**src/rtl/mbp_pkg.sv**
```systemverilog
`timescale 1ns / 1ps

package mbp_pkg;

  // field widths of the stream interface
  localparam int unsigned ValueWidth = 64;
  localparam int unsigned LenWidth   = 7;
  localparam int unsigned CountWidth = 51;
  localparam int unsigned ByteBits   = 8;
  localparam int unsigned MaxLen     = 64;

  // pending bits plus one full field
  localparam int unsigned MergeWidth = ValueWidth + ByteBits - 1;

  // command queue depth
  localparam int unsigned QueueDepth = 2;

  localparam logic ActAppend = 1'b0;
  localparam logic ActFlush  = 1'b1;

  typedef enum logic {
    OP_APPEND = 1'b0,
    OP_FLUSH  = 1'b1
  } op_e;

  typedef struct packed {
    logic                  action;
    logic [ValueWidth-1:0] field_value;
    logic [LenWidth-1:0]   field_len;
  } in_item_t;

  typedef struct packed {
    logic [ValueWidth-1:0] out_word;
    logic [3:0]            byte_count;
    logic [CountWidth-1:0] total_bits;
    logic                  aligned;
  } out_item_t;

  // classified command handed from front to back
  typedef struct packed {
    op_e                   op;
    logic [ValueWidth-1:0] value;
    logic [LenWidth-1:0]   len;
  } cmd_t;

endpackage

```
**src/rtl/mbp_front.sv**
```systemverilog
`timescale 1ns / 1ps

module mbp_front (
  input  mbp_pkg::in_item_t item_i,
  output mbp_pkg::cmd_t     cmd_o
);

  logic [mbp_pkg::LenWidth-1:0]   len_sat;
  logic [mbp_pkg::ValueWidth-1:0] val_mask;

  // clamp the length to one full field
  always_comb begin
    if (item_i.field_len > mbp_pkg::LenWidth'(mbp_pkg::MaxLen)) begin
      len_sat = mbp_pkg::LenWidth'(mbp_pkg::MaxLen);
    end else begin
      len_sat = item_i.field_len;
    end
  end

  // keep only the bits below the length
  always_comb begin
    if (len_sat[mbp_pkg::LenWidth-1]) begin
      val_mask = '1;
    end else begin
      val_mask = (mbp_pkg::ValueWidth'(1) << len_sat[mbp_pkg::LenWidth-2:0])
                 - mbp_pkg::ValueWidth'(1);
    end
  end

  // classify the item
  always_comb begin
    if (item_i.action == mbp_pkg::ActFlush) begin
      cmd_o.op    = mbp_pkg::OP_FLUSH;
      cmd_o.value = '0;
      cmd_o.len   = '0;
    end else begin
      cmd_o.op    = mbp_pkg::OP_APPEND;
      cmd_o.value = item_i.field_value & val_mask;
      cmd_o.len   = len_sat;
    end
  end

endmodule

```
**src/rtl/mbp_queue.sv**
```systemverilog
`timescale 1ns / 1ps

module mbp_queue #(
  parameter int unsigned Depth = mbp_pkg::QueueDepth
) (
  input  logic          clk_i,
  input  logic          rst_ni,
  input  logic          push_i,
  input  mbp_pkg::cmd_t push_cmd_i,
  output logic          full_o,
  input  logic          pop_i,
  output logic          empty_o,
  output mbp_pkg::cmd_t pop_cmd_o
);

  localparam int unsigned PtrWidth = (Depth > 1) ? $clog2(Depth) : 1;
  localparam int unsigned CntWidth = $clog2(Depth + 1);

  mbp_pkg::cmd_t       mem_q [Depth];
  logic [PtrWidth-1:0] wr_ptr_q, wr_ptr_d;
  logic [PtrWidth-1:0] rd_ptr_q, rd_ptr_d;
  logic [CntWidth-1:0] cnt_q, cnt_d;

  assign full_o    = (cnt_q == CntWidth'(Depth));
  assign empty_o   = (cnt_q == '0);
  assign pop_cmd_o = mem_q[rd_ptr_q];

  // pointer and fill count update
  always_comb begin
    wr_ptr_d = wr_ptr_q;
    rd_ptr_d = rd_ptr_q;
    cnt_d    = cnt_q;
    if (push_i) begin
      wr_ptr_d = (wr_ptr_q == PtrWidth'(Depth - 1)) ? '0 : wr_ptr_q + PtrWidth'(1);
    end
    if (pop_i) begin
      rd_ptr_d = (rd_ptr_q == PtrWidth'(Depth - 1)) ? '0 : rd_ptr_q + PtrWidth'(1);
    end
    if (push_i && !pop_i) begin
      cnt_d = cnt_q + CntWidth'(1);
    end else if (pop_i && !push_i) begin
      cnt_d = cnt_q - CntWidth'(1);
    end
  end

  always_ff @(posedge clk_i or negedge rst_ni) begin
    if (!rst_ni) begin
      wr_ptr_q <= '0;
      rd_ptr_q <= '0;
      cnt_q    <= '0;
    end else begin
      wr_ptr_q <= wr_ptr_d;
      rd_ptr_q <= rd_ptr_d;
      cnt_q    <= cnt_d;
    end
  end

  // entry storage
  always_ff @(posedge clk_i) begin
    if (push_i) begin
      mem_q[wr_ptr_q] <= push_cmd_i;
    end
  end

endmodule

```
**src/rtl/mbp_back.sv**
```systemverilog
`timescale 1ns / 1ps

module mbp_back (
  input  logic               clk_i,
  input  logic               rst_ni,
  input  logic               cmd_valid_i,
  input  mbp_pkg::cmd_t      cmd_i,
  output logic               cmd_pop_o,
  output logic               out_valid_o,
  input  logic               out_ready_i,
  output mbp_pkg::out_item_t out_item_o
);

  localparam int unsigned MW = mbp_pkg::MergeWidth;
  localparam int unsigned CW = mbp_pkg::CountWidth;

  logic [7:0]    pend_bits_q, pend_bits_d;
  logic [2:0]    pend_cnt_q, pend_cnt_d;
  logic [CW-1:0] bit_total_q, bit_total_d;
  logic          out_valid_q;
  mbp_pkg::out_item_t out_q, out_d;

  logic          fire;
  logic [6:0]    total;
  logic [2:0]    rem;
  logic [3:0]    nbytes;
  logic [7:0]    held;
  logic [MW-1:0] merged;
  logic [7:0]    rem_mask;
  logic [63:0]   word;

  // take a command when the output register is free or being drained
  assign fire        = cmd_valid_i && (!out_valid_q || out_ready_i);
  assign cmd_pop_o   = fire;
  assign out_valid_o = out_valid_q;
  assign out_item_o  = out_q;

  // merge held bits in front of the new field
  always_comb begin
    total    = 7'(pend_cnt_q) + cmd_i.len;
    rem      = total[2:0];
    held     = pend_bits_q >> (4'd8 - {1'b0, pend_cnt_q});
    merged   = (MW'(held) << cmd_i.len) | MW'(cmd_i.value);
    rem_mask = (8'd1 << rem) - 8'd1;
  end

  // next state and result
  always_comb begin
    unique case (cmd_i.op)
      mbp_pkg::OP_FLUSH: begin
        if (pend_cnt_q != '0) begin
          word   = 64'(pend_bits_q);
          nbytes = 4'd1;
        end else begin
          word   = '0;
          nbytes = 4'd0;
        end
        pend_bits_d = '0;
        pend_cnt_d  = '0;
      end
      default: begin
        word        = 64'(merged >> rem);
        nbytes      = total[6:3];
        pend_bits_d = (merged[7:0] & rem_mask) << (4'd8 - {1'b0, rem});
        pend_cnt_d  = rem;
      end
    endcase
    bit_total_d       = bit_total_q + CW'({nbytes, 3'b000});
    out_d.out_word    = word;
    out_d.byte_count  = nbytes;
    out_d.total_bits  = bit_total_d + CW'(pend_cnt_d);
    out_d.aligned     = (pend_cnt_d == '0);
  end

  always_ff @(posedge clk_i or negedge rst_ni) begin
    if (!rst_ni) begin
      pend_bits_q <= '0;
      pend_cnt_q  <= '0;
      bit_total_q <= '0;
      out_valid_q <= 1'b0;
    end else begin
      if (fire) begin
        pend_bits_q <= pend_bits_d;
        pend_cnt_q  <= pend_cnt_d;
        bit_total_q <= bit_total_d;
        out_valid_q <= 1'b1;
      end else if (out_ready_i) begin
        out_valid_q <= 1'b0;
      end
    end
  end

  // result register
  always_ff @(posedge clk_i) begin
    if (fire) begin
      out_q <= out_d;
    end
  end

endmodule

```
**src/rtl/msb_first_bit_packer_unit.sv**
```systemverilog
`timescale 1ns / 1ps

// channel  | handshake               | payload
// ---------+-------------------------+-----------------------------------------
// input    | in_valid_i/in_ready_o   | in_item_i  (action, value, len)
// output   | out_valid_o/out_ready_i | out_item_o (word, count, total, aligned)
//
// one item per clock sustained while the output is not stalled; an accepted item passes
// through the queue and then the output register, from which its result is offered.
// the merge of held bits with the new field is combinational in the back end.
// reset clears held bits, bit total, queue and output valid.
// a stalled output fills the output register and the queue; input ready drops
// only when the queue is full, after three items at the default depth.

module msb_first_bit_packer_unit #(
  parameter int unsigned QueueDepth = mbp_pkg::QueueDepth
) (
  input  logic               clk_i,
  input  logic               rst_ni,
  input  logic               in_valid_i,
  output logic               in_ready_o,
  input  mbp_pkg::in_item_t  in_item_i,
  output logic               out_valid_o,
  input  logic               out_ready_i,
  output mbp_pkg::out_item_t out_item_o
);

  mbp_pkg::cmd_t front_cmd;
  mbp_pkg::cmd_t head_cmd;
  logic          q_full;
  logic          q_empty;
  logic          q_pop;
  logic          q_push;

  assign in_ready_o = !q_full;
  assign q_push     = in_valid_i && !q_full;

  // classify incoming items
  mbp_front u_front (
    .item_i (in_item_i),
    .cmd_o  (front_cmd)
  );

  // decoupling queue
  mbp_queue #(
    .Depth (QueueDepth)
  ) u_queue (
    .clk_i      (clk_i),
    .rst_ni     (rst_ni),
    .push_i     (q_push),
    .push_cmd_i (front_cmd),
    .full_o     (q_full),
    .pop_i      (q_pop),
    .empty_o    (q_empty),
    .pop_cmd_o  (head_cmd)
  );

  // bit merge and output register
  mbp_back u_back (
    .clk_i       (clk_i),
    .rst_ni      (rst_ni),
    .cmd_valid_i (!q_empty),
    .cmd_i       (head_cmd),
    .cmd_pop_o   (q_pop),
    .out_valid_o (out_valid_o),
    .out_ready_i (out_ready_i),
    .out_item_o  (out_item_o)
  );

endmodule

```
**config.mk**
```make
export PLATFORM = sky130hd
export DESIGN_NAME = msb_first_bit_packer_unit
export DESIGN_NICKNAME = d
export VERILOG_FILES = /design/src/rtl/mbp_pkg.sv /design/src/rtl/mbp_front.sv /design/src/rtl/mbp_queue.sv /design/src/rtl/mbp_back.sv /design/src/rtl/msb_first_bit_packer_unit.sv
export SDC_FILE = /design/constraint.sdc
export NUM_CORES = 1
export LEC_CHECK = 0
export BUFFER_PORTS_ARGS = -buffer_cell sky130_fd_sc_hd__buf_2
export CORE_ASPECT_RATIO = 1.2
export CORE_MARGIN = 2
export CORE_UTILIZATION = 35
export CTS_CLUSTER_SIZE = 14
export DETAILED_ROUTE_END_ITERATION = 10
export SETUP_SLACK_MARGIN = 0.1
export SKIP_CTS_REPAIR_TIMING = 1
export SLEW_MARGIN = 20
export SYNTH_ARGS = -nofsm -noshare
export SYNTH_HDL_FRONTEND = slang
export SYNTH_SLANG_ARGS = --single-unit
export TNS_END_PERCENT = 20
```
**constraint.sdc**
```tcl
create_clock -name clk_i -period 9.3 [get_ports clk_i]
set_input_delay 0.465 -clock clk_i [delete_from_list [all_inputs] [get_ports clk_i]]
set_output_delay 0.465 -clock clk_i [all_outputs]
set_load 0.05 [all_outputs]
```
==> results_dict.tcl <==
set metrics [dict create \
    grt-ovfl-total 0 \
    dp_slack_ps 3400 \
    antenna_found_initial 0 \
    internal-power_mw 4.74 \
    cp-endpoint "u_back.out_item_o[44]$_DFFE_PP_" \
    finalNonFillerCells 2740 \
    grtUsageMet2_pct 35.7 \
    max_freq_mhz 168 \
    synth-compound-area-share_pct 17.6 \
    drive_above_1_share_pct 16.8 \
    crit_type "reg -> reg" \
    netSwitchingPower_mw 4.76 \
    avgSynthCellArea_um2 10.5 \
    synth_area_um2 19400 \
    reg2regPathDepth 20 \
    gp_congestion 0.954 \
    holdWs_ps 115 \
    syn_to_final_growth_pct 14.5 \
    top_usage_layer "met2" \
    path_delay_family "simple AND/OR/NAND/NOR gates" \
    seq_area_frac_synth_pct 49.1 \
    dp_hpwl_um 47800 \
    dp.cells 2677 \
    dr.pass1.iters 6 \
    netlist_instances 1855 \
    synth_area_leaders "edfxtp_1, dfrtp_1, mux2i_1" \
    grt_usage_pct 21.7 \
    p_clk_share_pct 15.4 \
    drt_iter0_drc 1763 \
    vias 16152 \
    met1_usage_pct 29.7 \
    finalHoldViolCount 0 \
    dieHeight_um 262 \
    worstPathCellList "mux2i_2, buf_4, clkinv_1, ha_1, a21oi_1, xnor2_1, nor2_1, a21oi_1, ha_1, inv_1, fa_1, inv_1, a21oi_1, o21bai_1, nand2b_1, nor2_1, and3_1, nor2b_1, nand3_1, xnor2_1" \
    finalSetupViolCount 0 \
    placed_area_um2 21000 \
    synth_top_area_share_pct 40.8 \
    cp-end-kind "flip-flop" \
    cellPowerDensity_nw_per_um2 427 \
    port_buffers 197 \
    start_kind "flip-flop" \
    switching_share_pct 50.1 \
    ys_seq_elements 328 \
    cts_buffer_depth 3 \
    leakagePower_nw 8.82 \
    synth_top_family_by_area "compound AO/OA/AOI/OAI gates" \
    synthFlopType "edfxtp_1" \
    viasPerCell 5.89 \
    rows 94 \
    final_area_um2 22200 \
    cts.clk_slew.worst_paths_ps 60 \
    worst-path-stages 20 \
    cts-root-buf "clkbuf_16" \
    die-width_um 219 \
    grt_first_pass_wirelength_um 95700 \
    slowest_stage "dfrtp_4" \
    synth-edff-count 264 \
    cap_viol_max_count 0 \
    grt_max_degree 81 \
    synth_xor_area_share_pct 4.96 \
    io_pins 198 \
    pwr-share-seq_pct 26.3 \
    rrSetupSlack_ps 3360 \
    worstSetupStartpoint "u_queue.rd_ptr_q$_DFFE_PN0P_" \
    totalPowerFinal_mw 9.50 \
    cts_buffers 35 \
    arrival_ps 6220 \
    die-area_um2 57400 \
    vdd_drop_max_uv 276 \
    detail_route.wl_per_cell_um 23.3 \
    htreeDepth 2 \
    cp.required_ps 9580 \
    tightest_slew_ps 1130 \
    yosysWarnings 0 \
    path_buf_inv 4 \
    min_path_type "in -> async" \
    synthSimpleGateAreaFrac_pct 15.5 \
    synth_top_cell_by_area "edfxtp_1" \
    yosys.cell_count.top_type "edfxtp_1" \
    final_nets 2091 \
    cts.sinks 328 \
    rsz0062_at_grt "false" \
    initial_utilization_pct 35.4 \
    r2r-end "u_back.out_item_o[44]$_DFFE_PP_" \
    power_frac_comb_pct 58.3 \
    core_area_um2 54800 \
    slew_violations 0 \
    fin_util_pct 40.6 \
    fin_crit_ps 5940 \
    synthMuxAreaShare_pct 8.20 \
    cts_tree "built" \
    fin_crit_sh_pct 63.8 \
    async_flop_share_pct 19.5 \
    slew-limit-headroom_pct 24.1 \
    cp_common_cell "a21oi_1" \
    routed_wl_um 63900 \
    drc 0 \
    yosysUniqueCellTypes 93 \
    finalWorstSetupSlack_ps 3360 \
    fin_skew_ps 14.4 \
    gr-usage-met3_pct 2.22 \
    grt_pass1_vias 15483 \
    yosys-top-cells-count "edfxtp_1, nand2_1, nor2_1, mux2i_1, a21oi_1" \
    reg2reg_from "u_queue.rd_ptr_q$_DFFE_PN0P_" \
    outcome "finished, final reports clean" \
    num_antenna_cells 0 \
    clock_latency_ps 530 \
    crit_path_max_fanout 49 \
    slowest_delay_ps 830 \
    antenna_left 0 \
    synth_fa_ha_area_share_pct 1.43 \
    synth_nets 1952 \
    fin_tns_setup_ps 0 \
]
how the worst min path moves through the flow:
stage	endpoint	slack, ps	cells past startpoint
global placement	u_back.bit_total_q[50]$_DFFE_PN0P_	480	1
global route	u_back.out_valid_o$_DFFE_PN0P_	180	2
finish	u_queue.cnt_q[0]$_DFFE_PN0P_	120	2
detailed placement	u_back.bit_total_q[3]$_DFFE_PN0P_	480	2
CTS	u_queue.cnt_q[0]$_DFFE_PN0P_	140	2
floorplan	u_back.bit_total_q[10]$_DFFE_PN0P_	170	0
logic make-up (layout without fill, tap and decap cells):
kind of cell / after synthesis / count (layout)
XOR/XNOR: 110 / 110
buffers and inverters: 152 / 317
adder cells (fa/ha/maj): 21 / 21
flip-flops: 328 / 328
AO/OA/AOI/OAI: 481 / 481
AND/OR/NAND/NOR: 614 / 614
multiplexers: 149 / 149
sequential cells by signal, indices dropped and copies added, names as in the netlist:
name / cells
u_queue.mem_q: 144
u_back.out_item_o: 120
u_back.bit_total_q: 48
u_back.pend_bits_q: 8
u_back.pend_cnt_q: 3
u_queue.cnt_q: 2
u_back.out_valid_o: 1
u_queue.rd_ptr_q: 1
u_queue.wr_ptr_q: 1
power groups by stage:
stage          sequential, mW  combinational [mW]  clock, mW
2_1_floorplan            3.30                3.15          0
3_3_place_gp             2.52                5.42          0
3_5_place_dp             2.53                5.44          0
4_1_cts                  2.50                5.46       1.50
5_1_grt                  2.54                5.89       1.56
6_report                 2.50                5.54       1.47
cell usage in the layout, fill, tap and decap left out, types with 13 or more instances in the layout:
cell type / n
nor2b_1: 20
and3_1: 46
o22ai_1: 34
inv_1: 28
nand2_1: 164
buf_2: 197
a221oi_1: 13
buf_4: 22
a211oi_1: 28
xor2_1: 57
a22oi_1: 28
xnor2_1: 53
and2_1: 21
ha_1: 18
clkbuf_16: 36
nor3b_1: 14
nand4_1: 18
a31oi_1: 25
nor2_1: 140
o21ai_0: 76
o221ai_1: 14
nor3_1: 49
mux2i_1: 113
dfrtp_1: 63
edfxtp_1: 264
nand2b_1: 26
o211a_1: 16
a21oi_1: 100
mux2_2: 27
a21o_1: 13
nand3_1: 61
routing by layer:
| metal | vias up | wire [um] |
|---|---|---|
| met5 | - | 0 |
| met4 | 0 | 2390 |
| met3 | 143 | 3830 |
| met2 | 768 | 30000 |
| met1 | 7902 | 27700 |
| li1 | 7339 | - |
layout make-up:
cell class | instances | area (um^2)
multi-input cells | 1375 | 9300
clock buffers | 45 | 945
clock inverters | 18 | 264
repair buffers | 219 | 1150
fillers | 5339 | 32600
inverters | 35 | 136
well taps | 720 | 901
flip-flops and latches | 328 | 9530
(Power assumes the default switching activity.)
